## config.mk

```make
export PLATFORM = sky130hd
export DESIGN_NAME = dsc_div
export DESIGN_NICKNAME = d
export VERILOG_FILES = /design/src/dsc_pkg.sv /design/src/dsc_div.sv
export SDC_FILE = /design/constraint.sdc
export NUM_CORES = 1
export LEC_CHECK = 0
export ABC_AREA = 1
export BUFFER_PORTS_ARGS = -buffer_cell sky130_fd_sc_hd__buf_2
export CAP_MARGIN = 20
export CORE_ASPECT_RATIO = 0.8
export CORE_MARGIN = 4
export CORE_UTILIZATION = 33
export CTS_CLUSTER_DIAMETER = 120
export DETAILED_ROUTE_END_ITERATION = 7
export HOLD_SLACK_MARGIN = 0.1
export MAX_ROUTING_LAYER = met4
export PLACE_DENSITY_LB_ADDON = 0.15
export SLEW_MARGIN = 10
export SYNTH_ARGS = -nofsm -noshare
export SYNTH_HDL_FRONTEND = slang
export SYNTH_SLANG_ARGS = --single-unit
```

## constraint.sdc

```tcl
create_clock -name i_clk -period 3.3 [get_ports i_clk]
set_input_delay 0.33 -clock i_clk [delete_from_list [all_inputs] [get_ports i_clk]]
set_output_delay 0.33 -clock i_clk [all_outputs]
set_load 0.01 [all_outputs]
```

## src/dsc_pkg.sv

```systemverilog
// ----------------------------------------------------------------------------
// dsc_pkg
// Shared types and constants of the Diophantine solution counter.
// ----------------------------------------------------------------------------
package dsc_pkg;

    localparam int COEF_BITS = 32;
    localparam logic [31:0] COEF_MASK = 32'hFFFF_FFFF >> (32 - COEF_BITS);

    localparam int DIV_BITS = 64;
    localparam int DIV_CNT_BITS = $clog2(DIV_BITS);

    typedef enum logic [4:0] {
        S_IDLE,
        S_ZZ_MUL,
        S_ZZ_FIN,
        S_ONE_DIV,
        S_GCD_PRE,
        S_GCD_U,
        S_GCD_LOOP,
        S_DIV_C,
        S_DIV_A,
        S_DIV_B,
        S_X0_CR,
        S_INV_R1,
        S_INV_Q,
        S_INV_MUL,
        S_INV_MOD,
        S_X0_MUL,
        S_X0_MOD,
        S_XHI_CHK,
        S_XHI_DIV,
        S_BN_MUL,
        S_LO_CHK,
        S_LO_DIV,
        S_RANGE,
        S_CU_HI,
        S_CU_LO,
        S_FIN
    } t_state;

    typedef struct packed {
        logic                start;
        logic [DIV_BITS-1:0] num;
        logic [DIV_BITS-1:0] den;
    } t_div_req;

    typedef struct packed {
        logic                done;
        logic [DIV_BITS-1:0] quo;
        logic [DIV_BITS-1:0] rem;
    } t_div_rsp;

endpackage

```

## src/dsc_div.sv

```systemverilog
// ----------------------------------------------------------------------------
// dsc_div
// Radix-2 restoring divider, one quotient bit per cycle.
// ----------------------------------------------------------------------------
module dsc_div
    import dsc_pkg::*;
(
    input  logic     i_clk,
    input  logic     i_rst_n,
    input  t_div_req i_req,
    output t_div_rsp o_rsp
);

    logic [DIV_BITS-1:0]     r_rem, r_quo, r_den;
    logic [DIV_CNT_BITS-1:0] r_cnt;
    logic                    r_busy, r_done;

    logic [DIV_BITS:0] trial;
    logic [DIV_BITS:0] diff;
    logic              ge;

    assign trial = {r_rem, r_quo[DIV_BITS-1]};
    assign diff  = trial - {1'b0, r_den};
    assign ge    = trial >= {1'b0, r_den};

    always_ff @(posedge i_clk) begin
        if (!i_rst_n) begin
            r_busy <= 1'b0;
            r_done <= 1'b0;
            r_cnt  <= '0;
        end else begin
            r_done <= 1'b0;
            if (i_req.start) begin
                r_busy <= 1'b1;
                r_cnt  <= '0;
            end else if (r_busy) begin
                r_cnt <= r_cnt + 1'b1;
                if (r_cnt == DIV_CNT_BITS'(DIV_BITS - 1)) begin
                    r_busy <= 1'b0;
                    r_done <= 1'b1;
                end
            end
        end
    end

    always_ff @(posedge i_clk) begin
        if (i_req.start) begin
            r_quo <= i_req.num;
            r_den <= i_req.den;
            r_rem <= '0;
        end else if (r_busy) begin
            // The remainder stays below the divisor, so the kept bits suffice.
            r_rem <= ge ? diff[DIV_BITS-1:0] : trial[DIV_BITS-1:0];
            r_quo <= {r_quo[DIV_BITS-2:0], ge};
        end
    end

    assign o_rsp.done = r_done;
    assign o_rsp.quo  = r_quo;
    assign o_rsp.rem  = r_rem;

endmodule

```

# [Yosys cells after proc, flatten, opt, wreduce, memory -nomap -nowiden]
# Index checks and enable logic that the tools add are counted.
[classes] n_addsub=2 n_lt_le_gt_ge=1 eq_ne=1 n_mux=7 bitwise=2 reduce_logical=3
[ops] op="$mux W64" count=3
[ops] op="$ge A65 B64 Y1" count=1
[ops] op="$sub A64 B64 Y64" count=1
[ops] op="$add A6 B1 Y6 const B" count=1
[ops] op="$eq A6 B6 Y1 const B" count=1
[ops] op="$mux W1" count=4
[ops] op="$reduce_or A3 Y1" count=1
[ops] op="$not A1 Y1" count=2
[ops] op="$reduce_bool A2 Y1" count=1
[ops] op="$reduce_or A2 Y1" count=1
[totals] register_bits=200 inputBits=131 wordCells=22

# [Depth between registers and ports, before layout]
# Gate-level depths: netlist (run 1).
[logic_depth] word_depth=4 mapped_depth=19 mapped_depth_nobuf=18

# [Worst setup path before layout (run 1)]
# OpenSTA, ideal clock, no wires.
[synth_path] path_kind="reg2reg" start="reg r_busy" end="reg r_quo[0], enable pin" setup_time_ps=454 arrival_time_ps=2699 required_ps=2846 setup_slack_ps=147 path_stages_with_launch=5 path_cell_list="dfxtp_1 clkbuf_1 nor2_1 clkinv_1 clkbuf_1"
[synth_via] elab_chain_cells=1
[synth_lines] element="start, declared" line="dsc_div.sv:16" rtl="logic r_busy, r_done;"
[synth_lines] element="start signal, assigned" line="dsc_div.sv:28" rtl="r_busy <= 1'b0;"
[synth_lines] element="start signal, assigned" line="dsc_div.sv:34" rtl="r_busy <= 1'b1;"
[synth_lines] element="start signal, assigned" line="dsc_div.sv:39" rtl="r_busy <= 1'b0;"
[synth_lines] element="$reduce_bool A2 Y1 (no source line)"
[synth_lines] element="end signal, assigned" line="dsc_div.sv:48" rtl="r_quo <= i_req.num;"
[synth_lines] element="end signal, assigned" line="dsc_div.sv:54" rtl="r_quo <= {r_quo[DIV_BITS-2:0], ge};"
[synth_lines] element="end, declared" line="dsc_div.sv:14" rtl="logic [DIV_BITS-1:0] r_rem, r_quo, r_den;"
# Every way passes these cells.
# A chain may end at the register's enable or synchronous reset.

# [Worst setup path after layout (run 1)]
[layout_path] start="reg r_rem[47]" end="reg r_rem[50]"
[layout_via] elab_chain_cells=2
[layout_lines] element="start, declared" line="dsc_div.sv:14"
[layout_lines] element="start signal, assigned" line="dsc_div.sv:53" rtl="r_rem <= ge ? diff[DIV_BITS-1:0] : trial[DIV_BITS-1:0];"
[layout_lines] element="$sub A64 B64 Y64 / $ge A65 B64 Y1 (equally long branches)" line="dsc_div.sv:23, dsc_div.sv:24"
[layout_lines] element="$mux W64 *" line="dsc_div.sv:53"
# Every way passes the cells marked *; elsewhere a longest branch is shown, timed or not.

==> results of run 1 <==
[layer usage]
layer	vias up	part of all wire [%]	GRT usage (%)
li1	7317	-	-
met3	31	6.0	4.421
met1	6668	50	33.84
met5	-	0	-
met4	0	0.68	2.656
met2	366	44	34.64
[worst paths after layout]
kind / start / endpoint / slack (ns) / cells after the start
hold / removal: i_req[111] / r_quo[47] / 0.13 / 3
setup reg to reg: r_rem[47] / r_rem[50] / 0.39 / 16
setup / recovery: r_rem[47] / r_rem[50] / 0.39 / 16
hold reg to reg: r_rem[37] / r_rem[37] / 0.48 / 2
[what timing repair did]
action                                 CTS  global route
hold buffers                            89             0
endpoints found under the hold margin   89             0
setup buffers                            0             0
[cell type report]
cell class | count | area [sq um]
clock buffers | 17 | 425.4
inverters | 448 | 1683
clock inverters | 15 | 155.1
repair buffers | 363 | 2352
well taps | 552 | 690.7
flip-flops and latches | 200 | 5285
multi-input cells | 1484 | 7062
fillers | 4604 | 24770
[worst max-delay path, delay by kind of cell, from the launching register on]
family	cells	cell delay, ns
flip-flops	1	0.34
AO/OA/AOI/OAI	1	0.25
AND/OR/NAND/NOR	11	1.31
buffers and inverters	3	0.49
adder cells (fa/ha/maj)	1	0.38
[registers in the layout, indices dropped and copies added (netlist names)]
signal  cells
r_busy      1
r_cnt       6
r_den      64
r_done      1
r_quo      64
r_rem      64
[power groups by stage]
stage	registers, mW	clock network, mW	logic (mW)
after floorplan	2.99	0	0.421
after global placement	2.96	0	0.812
after detailed placement	2.96	0	0.814
after CTS	2.91	2.23	0.898
after global routing	2.93	2.31	0.998
final	2.91	2.15	0.890
[cell usage after synthesis (3+ instances only)]
cell / n / area [sq um]
nand2_1: 918 / 3446
inv_1: 440 / 1652
nand3_1: 142 / 710.7
edfxtp_1: 128 / 3844
nor2_1: 96 / 360.4
dfxtp_1: 72 / 1441
ha_1: 65 / 813.3
a21oi_1: 55 / 275.3
nand3b_1: 36 / 270.3
o21ai_0: 28 / 140.1
xnor2_1: 28 / 245.2
clkbuf_1: 21 / 78.83
nor3_1: 18 / 90.09
o21ai_1: 17 / 85.08
nand4_1: 15 / 93.84
nor2_2: 15 / 93.84
buf_6: 12 / 135.1
nand2_2: 10 / 62.56
nand3_2: 9 / 90.09
o21bai_1: 8 / 60.06
buf_4: 7 / 52.55
buf_2: 5 / 25.02
clkinv_1: 4 / 15.01
inv_2: 4 / 15.01
a21o_1: 3 / 22.52
and2_1: 3 / 18.77
buf_1: 3 / 11.26
xor2_1: 3 / 26.28
[cells by family (layout without fill, tap and decap cells)]
family	after synthesis	after routing
simple gates	1270	1270
flops	200	200
compound gates	117	117
buf+inv	496	843
fa+ha+maj	66	66
xor+xnor	31	31
[per-stage QoR]
stage | power (mW) | instance area (sq um) | util (%) | hold slack (ns)
finish | 5.954 | 17650 | 41.62 | 0.1295
detailed placement | 3.777 | 16180 | 38.15 | 0.4750
CTS | 6.039 | 17650 | 41.62 | 0.1002
floorplan | 3.413 | 14320 | - | 0.4289
global route | 6.240 | 17650 | 41.62 | 0.1123
global placement | 3.774 | 16180 | 38.15 | 0.4713
==> results.md, run 1 <==
* RSZ-0062 raised after global routing: false
* Max Slew Vio Count at 0
* Ratio of cells with drive above 1 in the final layout at 14.09%
* Most numerous cell on the critical path: nand2_1
* Final worst path period share at 88.10%
* Layout Cells excl Fill at 3079
* Port Buf Inserts at around 260
* Post-synth cell types at 39
* ANT cells at 0
* Simple-Gate Fraction of Synth Area at about 37%
* I/O pin cnt at 260
* Worst EP arrival at 3.30 ns
* Skew final at between 0.03 and 0.04 ns
* Internal power at around 4.2 mW
* CP startpoint kind: flop
* Place WS at ~0.43 ns
* Pre-antenna DRT Iters at 5
* Synth Area in Adders at under 10%
* Final WL at 53150 microns
* Slew headroom at ~46%
* Cell count after placement at between 2000 and 3000
* Achievable frequency at 0.3440 GHz
* Syn Nets at ~2400
* Final ANT Viol Nets at 0
* Buffer depth of the longest clock path at 2
* Post-synthesis xor/xnor area fraction at 1.896%
* Routability cong. at 1.006
* Final WS setup at between 0.3 and 0.4 ns
* Seq pwr share at between 40% and 50%
* Status: finished clean
* Via density at 4.671
* Final Critical Period at slightly below 3 ns
* Vias in the first global route at 14050
* Initial DRC count at approximately 1000
* Worst-Margin Slew at between 0.8 and 0.9 ns
* Gr usage total at between 20% and 30%
* Die area at roughly 0.047 sq mm
* Most used DFF post-synth: edfxtp_1
* Routed WL per cell at 17.26 microns
* PostCTS Resize Cnt at 0
* Clock sinks at 200
* Worst min path class: in2reg
* DP Wirelength at between 40000 and 50000 microns
* Avg Cell Area, Syn at 6.569 sq um
* P_leak at slightly below 10 nW
* Total grt overflow at 0
* Critical path data required time at between 3 and 4 ns
* Setup violators final at 0
* Initial Util at 33.76%
* Area Overhead vs Synth at 23.27%
* Net Switching at 1.756 mW
* Largest family of logic cells by synthesized area: simple AND/OR/NAND/NOR gates
* Clock power share at a little over a third
* Combinational Power Share at 14.9%
* H-tree Lvls at 4
* Initial antenna violation count at 1
* CP Capture Type: flop
* Post-synthesis mux area share at 0%
* Via count at 14380
* Row count at 67
* Post-Syn Area at roughly 0.014 sq mm
* DRC at 0
* Crit-path slowest cell: ha_1
* EDFF count, synth at about 130
* Synth Instances at approximately 2200
* # Max-Cap Violations at 0
* Worst-path cell chain: ha_1, nand2_1, nand2_1, inv_1, nand2_1, a21oi_1, nand2_1, nand2_1, nand2_1, nor2_4, buf_12, nand3_1, nand2_1, inv_1, nand2_1, nand2_1
* Final Hold Fails at 0
* Nets@finish at ~2700
* Die Height at slightly below 200 microns
* First-pass GRT wire length at between 80000 and 90000 microns
* Clk_lat worst skew at ~0.49 ns
* IR drop worst, VDD at 368.1 uV
* Crit Path Category: reg2reg
* Most frequent cells in the layout: nand2_1, inv_1, buf_2
* Synth Area in Compound Gates at between 4 and 5%
* Max incr delay on CP at between 0.3 and 0.4 ns
* Asr flop ratio synth at 0%
* Sequential area share after synthesis at between 30 and 40%
* Largest net degree at the start of global routing at 65
* Register bit total from synthesis at 200
* Setup tns final at 0 ns
* CTS clk-pin slew, worst paths at ~0.090 ns
* Switching share of power at ~29%
* Area of the core at about 0.042 sq mm
* Die width at ~240 microns
* Root Buffer: clkbuf_16
* Total CTS buffers at 17
* TritonCTS clock tree: yes
* Cell area power density at about 340 mW/mm^2
* Synthesis warning total at 0
* Leading cell type in the layout, fill and taps excluded: nand2_1
* Crit path max fanout at between 50 and 60
No activity file was read; power rests on OpenSTA's default activity.
==> run 2, diff against run 1 <==
--- a/config.mk
+++ b/config.mk
@@ -14,7 +14,6 @@
 export CTS_CLUSTER_DIAMETER = 120
 export DETAILED_ROUTE_END_ITERATION = 7
 export HOLD_SLACK_MARGIN = 0.1
-export MAX_ROUTING_LAYER = met4
 export PLACE_DENSITY_LB_ADDON = 0.15
 export SLEW_MARGIN = 10
 export SYNTH_ARGS = -nofsm -noshare
==> results.md, run 2 (synthesis results as in run 1) <==
* Setup Fix Bufs, Post-CTS at 0 (unchanged)
* Die width at 240.9 microns (unchanged)
* Crit. Startpoint: r_rem[47]
* Via density at 4.619 (-1.1%)
* R2R Setup Slk at 0.27 ns (-0.13 ns)
* Clock sinks at 200 (unchanged)
* R2R Path Start: r_rem[47]
* Register area at 0.005285 sq mm (unchanged)
* Skew final at 0.01770 ns (-0.01573 ns)
* Largest net degree at the start of global routing at 65 (unchanged)
* Final Hold Fails at 0 (unchanged)
* H-tree Lvls at 4 (unchanged)
* Final ANT Viol Nets at 0 (unchanged)
* Die Height at 194.3 microns (unchanged)
* IR drop worst, VDD at 384.4 uV (+4.4%)
* Nets@finish at 2697 (-0.52%)
* Final Critical Period at 3.034 ns (+0.1266 ns)
* R2R depth at 14 (-2)
* DP Wirelength at 42610 microns (-1.3%)
* Vias in the first global route at 13810 (-1.7%)
* DRC at 0 (unchanged)
* Setup tns final at 0 ns (unchanged)
* Final worst path period share at 91.94% (+3.8 points)
* Post-CTS Hold Buffers at 78 (-12%)
* Routed WL per cell at 17.16 microns (-0.57%)
* Achievable frequency at 0.3296 GHz (-4.2%)
* Design area at 0.01752 sq mm (-0.78%)
* Port Buf Inserts at 259 (unchanged)
* Most frequent cells in the layout: nand2_1, inv_1, buf_2
* Gr usage total at 22.39% (-0.81 points)
* Crit Path Category: reg2reg
* Max Slew Vio Count at 0 (unchanged)
* Root Buffer: clkbuf_16
* Leading cell type in the layout, fill and taps excluded: nand2_1
* Total CTS buffers at 17 (unchanged)
* Final WL at 52620 microns (-0.99%)
* Filler cells at 4652 (+1.0%)
* Total grt overflow at 0 (unchanged)
* Via count at 14160 (-1.5%)
* CTS clk-pin slew, worst paths at 0.09 ns (about the same)
* Placed cell area at 0.01615 sq mm (-0.22%)
* Clk_lat worst skew at 0.48 ns (about the same)
* Area of the core at 0.04242 sq mm (unchanged)
* P_leak at 9.767 nW (-0.56%)
* PostCTS Resize Cnt at 0 (unchanged)
* Ratio of cells with drive above 1 in the final layout at 14.01% (-0.081 points)
* Setup violators final at 0 (unchanged)
* I/O pin cnt at 260 (unchanged)
* First-pass GRT wire length at 80920 microns (-0.81%)
* Worst EP arrival at 3.38 ns (+0.08 ns)
* Pre-antenna DRT Iters at 6 (+1)
* Crit path max fanout at 37 (-31%)
* Row count at 67 (unchanged)
* Worst-Margin Slew at 0.7887 ns (-0.01974 ns)
* CP startpoint kind: flop
* Multi-input gate area at 0.007062 sq mm (unchanged)
* Critical path data required time at 3.65 ns (-0.04 ns)
* CP Capture Type: flop
* TritonCTS clock tree: yes
* Area Overhead vs Synth at 22.30%
* Initial DRC count at 1027 (+3.4%)
* Slew headroom at 47.42% (+1.3 points)
* Initial Util at 33.76% (unchanged)
* Status: finished clean
* Die area at 0.04682 sq mm (unchanged)
* Worst hold stages at 3 (unchanged)
* # Max-Cap Violations at 0 (unchanged)
* Initial antenna violation count at 1 (unchanged)
* CP endpoint: r_rem[17]
* Worst hold slack at 0.1264 ns (-0.003133 ns)
* Buffer depth of the longest clock path at 2 (unchanged)
* Top Registers: r_den x64, r_quo x64, r_rem x64
* Routability cong. at 0.9758 (-3.0%)
* RSZ-0062 raised after global routing: false
* R2r endpoint: r_rem[17]
* Worst min path class: in2reg
* Cell area power density at 340.7 mW/mm^2 (+1.0%)
## run 2: cell count changes in the layout (fill, tap and decap cells not counted), sizes merged
cell,change
clkbuf,+1
inv,-1
clkinvlp,-1
diode,+1
buf,-3
bufinv,+1
dlygate4sd3,-11
## run 2: layout make-up
type	instances	share of cell area (%)
inverter	448	9.608
timing repair buffer	349	12.60
tap	552	3.943
clock inverter	14	0.8929
multi-input combinational	1484	40.32
antenna	1	0.01429
clock buffer	18	2.450
sequential	200	30.17
## run 2: worst max-delay path: stages, from the launching register on
cell	delay, ns
dfxtp_1	0.35
ha_1	0.38
nand2_1	0.09
nand2_1	0.08
inv_1	0.06
nand2_1	0.12
a21oi_1	0.27
nand2_1	0.19
nand2_1	0.09
nand2_1	0.08
nor2_4	0.41
buf_12	0.29
nand3_1	0.22
nand3_1	0.15
o21ai_0	0.09
## run 2: worst min path at each step
| stage | startpoint | endpoint | slack (ns) |
|---|---|---|---|
| final | i_req[74] | r_quo[10] | 0.13 |
| after global placement | r_cnt[1] | r_cnt[1] | 0.47 |
| after detailed placement | r_rem[46] | r_rem[46] | 0.48 |
| after floorplan | i_req[0] | r_den[0] | 0.43 |
| after global routing | i_req[100] | r_quo[36] | 0.10 |
| after CTS | i_req[76] | r_quo[12] | 0.10 |
## run 2: stage by stage
stage	power, mW	util (%)	instances	worst slack [ns]
2_1_floorplan	3.413	-	2180	0.1472
3_3_place_gp	3.768	38.07	2955	0.2264
3_5_place_dp	3.768	38.07	2955	0.2742
4_1_cts	6.043	41.29	3065	0.2475
5_1_grt	6.282	41.29	3065	0.05517
6_report	5.968	41.29	3066	0.2660
## run 2: report_power, final
part	leakage [nW]	internal [mW]	switching, mW
clock	0.292	1.08	1.11
combinational	7.61	0.338	0.535
sequential	1.86	2.84	0.0719
## run 2: per-layer routing
metal	vias up	routed length (microns)	GRT usage [%]
li1	7300	-	-
met1	6475	26140	33.44
met2	358	22680	34.04
met3	29	3235	4.549
met4	0	569	3.527
met5	-	0	0
==> run 3, diff against run 2 <==
--- a/config.mk
+++ b/config.mk
@@ -9,7 +9,7 @@
 export BUFFER_PORTS_ARGS = -buffer_cell sky130_fd_sc_hd__buf_2
 export CAP_MARGIN = 20
 export CORE_ASPECT_RATIO = 0.8
-export CORE_MARGIN = 4
+export CORE_MARGIN = 2
 export CORE_UTILIZATION = 33
 export CTS_CLUSTER_DIAMETER = 120
 export DETAILED_ROUTE_END_ITERATION = 7
==> results.md, run 3 (synthesis results as in run 1) <==
* Achievable frequency at 0.3299 GHz (+0.11%)
* # Max-Cap Violations at 0 (unchanged)
* Die area at 0.04509 sq mm (-3.7%)
* Status: finished clean
* Buffer depth of the longest clock path at 2 (unchanged)
* Final ANT Viol Nets at 0 (unchanged)
* Slew headroom at 40.99% (-6.4 points)
* Worst min path class: in2reg
* Filler cells at 4712 (+1.3%)
* Most numerous cell on the critical path: nand2_1
* R2R Setup Slk at 0.27 ns (about the same)
* Layout Cells excl Fill at 3102 (+1.2%)
* Setup tns final at 0 ns (unchanged)
* Crit path max fanout at 4 (-89%)
* H-tree Lvls at 4 (unchanged)
* Nets@finish at 2726 (+1.1%)
* Final Hold Fails at 0 (unchanged)
* TritonCTS clock tree: yes
* Worst hold stages at 3 (unchanged)
* Port Buf Inserts at 259 (unchanged)
* Initial DRC count at 876 (-15%)
* Crit. Startpoint: r_quo[63]
* Hold Path End: r_quo[2]
* Final Critical Period at 3.031 ns (-0.003192 ns)
* Most frequent cells in the layout: nand2_1, inv_1, buf_2
* Max incr delay on CP at 0.49 ns (+0.08 ns)
* Critical path data required time at 3.69 ns (+0.04 ns)
* CP Capture Type: flop
* PostCTS Resize Cnt at 0 (unchanged)
* Clk_lat worst skew at 0.49 ns (about the same)
* Final worst path period share at 91.84% (-0.097 points)
* R2R depth at 15 (+1)
* CP startpoint kind: flop
* Setup Fix Bufs, Post-CTS at 0 (unchanged)
* Via density at 4.563 (-1.2%)
* Gr usage total at 22.56% (+0.17 points)
* Final Util at 41.52% (+0.22 points)
* Area Overhead vs Synth at 24.56%
* Cell area power density at 338.7 mW/mm^2 (-0.61%)
* I/O pin cnt at 260 (unchanged)
* Ratio of cells with drive above 1 in the final layout at 13.89% (-0.12 points)
* Routed WL per cell at 16.26 microns (-5.2%)
* Leading cell type in the layout, fill and taps excluded: nand2_1
* Total grt overflow at 0 (unchanged)
* Crit Path Category: reg2reg
* Worst-Margin Slew at 0.8852 ns (+0.09654 ns)
* Vias in the first global route at 13770 (-0.32%)
* ANT cells at 0 (-1)
* First-pass GRT wire length at 78180 microns (-3.4%)
* Largest net degree at the start of global routing at 66 (+1.5%)
* Routability cong. at 0.9644 (-1.2%)
* CTS clk-pin slew, worst paths at 0.10 ns (about the same)
* R2R Path Start: r_quo[63]
* Skew final at 0.03477 ns (+0.01706 ns)
* CP delay by family, top: simple AND/OR/NAND/NOR gates
* Setup violators final at 0 (unchanged)
* Initial Util at 33.33% (-0.43 points)
* Initial antenna violation count at 1 (unchanged)
* IR drop worst, VDD at 374.4 uV (-2.6%)
* Row count at 68 (+1.5%)
* Via count at 14150 (-0.056%)
* Hold Crit Start: i_req[66]
* Worst EP arrival at 3.42 ns (+0.04 ns)
* RSZ-0062 raised after global routing: false
* Buf+Inv Stages, Crit Path at 1 (-1)
* Area of the core at 0.04297 sq mm (+1.3%)
* DP Wirelength at 40580 microns (-4.8%)
* Worst-path cell chain: inv_1, ha_1, fa_1, nor2_1, nand2_1, nand3_1, nand2_1, nand2_1, nand2_1, nand2_1, nand2_1, nand4_1, nand3_1, nand2_1, nand2_1
* R2r endpoint: r_rem[50]
* Top Registers: r_den x64, r_quo x64, r_rem x64
* DRC at 0 (unchanged)
* Cell count after placement at 2963 (+0.27%)
* Total CTS buffers at 17 (unchanged)
* Final WL at 50450 microns (-4.1%)
* Root Buffer: clkbuf_16
* Multi-input gate area at 0.007062 sq mm (unchanged)
* Die width at 236.9 microns (-1.7%)
* Die Height at 190.3 microns (-2.1%)
* Pre-antenna DRT Iters at 5 (-1)
* Max Slew Vio Count at 0 (unchanged)
* P_leak at 9.885 nW (+1.2%)
* Register area at 0.005285 sq mm (unchanged)
* Clock sinks at 200 (unchanged)
* Crit-path slowest cell: edfxtp_1
==> run 3: per-stage QoR <==
stage / worst slack [ns] / hold WS [ns] / area [sq um] / power (mW)
2_1_floorplan: 0.1472 / 0.4289 / 14320 / 3.413
3_3_place_gp: 0.3181 / 0.4661 / 16160 / 3.755
3_5_place_dp: 0.3092 / 0.4728 / 16160 / 3.757
4_1_cts: 0.3074 / 0.1007 / 17840 / 6.135
5_1_grt: 0.01688 / 0.1173 / 17840 / 6.333
6_report: 0.2692 / 0.1379 / 17840 / 6.041
==> run 3: repair_timing <==
action | 4_1_cts | 5_1_grt
hold buffers | 107 | 0
hold endpoints to repair | 107 | 0
endpoints found under the setup margin | 0 | 0
==> run 3: layer usage <==
metal | part of all wire, % | global-route usage, % | up-vias
li1 | - | - | 7350
met1 | 49 | 32.00 | 6381
met2 | 43 | 34.47 | 383
met3 | 7.2 | 5.631 | 40
met4 | 1.3 | 5.015 | 0
met5 | 0 | 0 | -
==> run 3: how the worst max path moves through the flow <==
stage | end | slack [ns] | depth (start not counted)
2_1_floorplan | r_quo[0] | 0.15 | 4
3_3_place_gp | r_rem[53] | 0.32 | 19
3_5_place_dp | r_rem[50] | 0.31 | 15
4_1_cts | r_rem[53] | 0.31 | 19
5_1_grt | r_rem[57] | 0.02 | 19
6_report | r_rem[50] | 0.27 | 15
==> run 3: report_power, final <==
| part | switching, mW | total, mW | internal, mW | leakage (nW) |
|---|---|---|---|---|
| logic | 0.528 | 0.888 | 0.360 | 7.73 |
| registers | 0.0750 | 2.91 | 2.84 | 1.86 |
| clock network | 1.13 | 2.24 | 1.11 | 0.293 |
==> run 3: tightest hold or removal path: stages <==
cell,delay (ns)
buf_2,0.07
nand2_1,0.04
nand2_1,0.06
==> run 3: layout make-up <==
cell class | instances | area share [%]
inverter | 448 | 9.434
sequential | 200 | 29.63
clock inverter | 14 | 0.9609
clock buffer | 18 | 2.462
tap | 560 | 3.928
multi-input combinational | 1484 | 39.59
timing repair buffer | 378 | 14.00
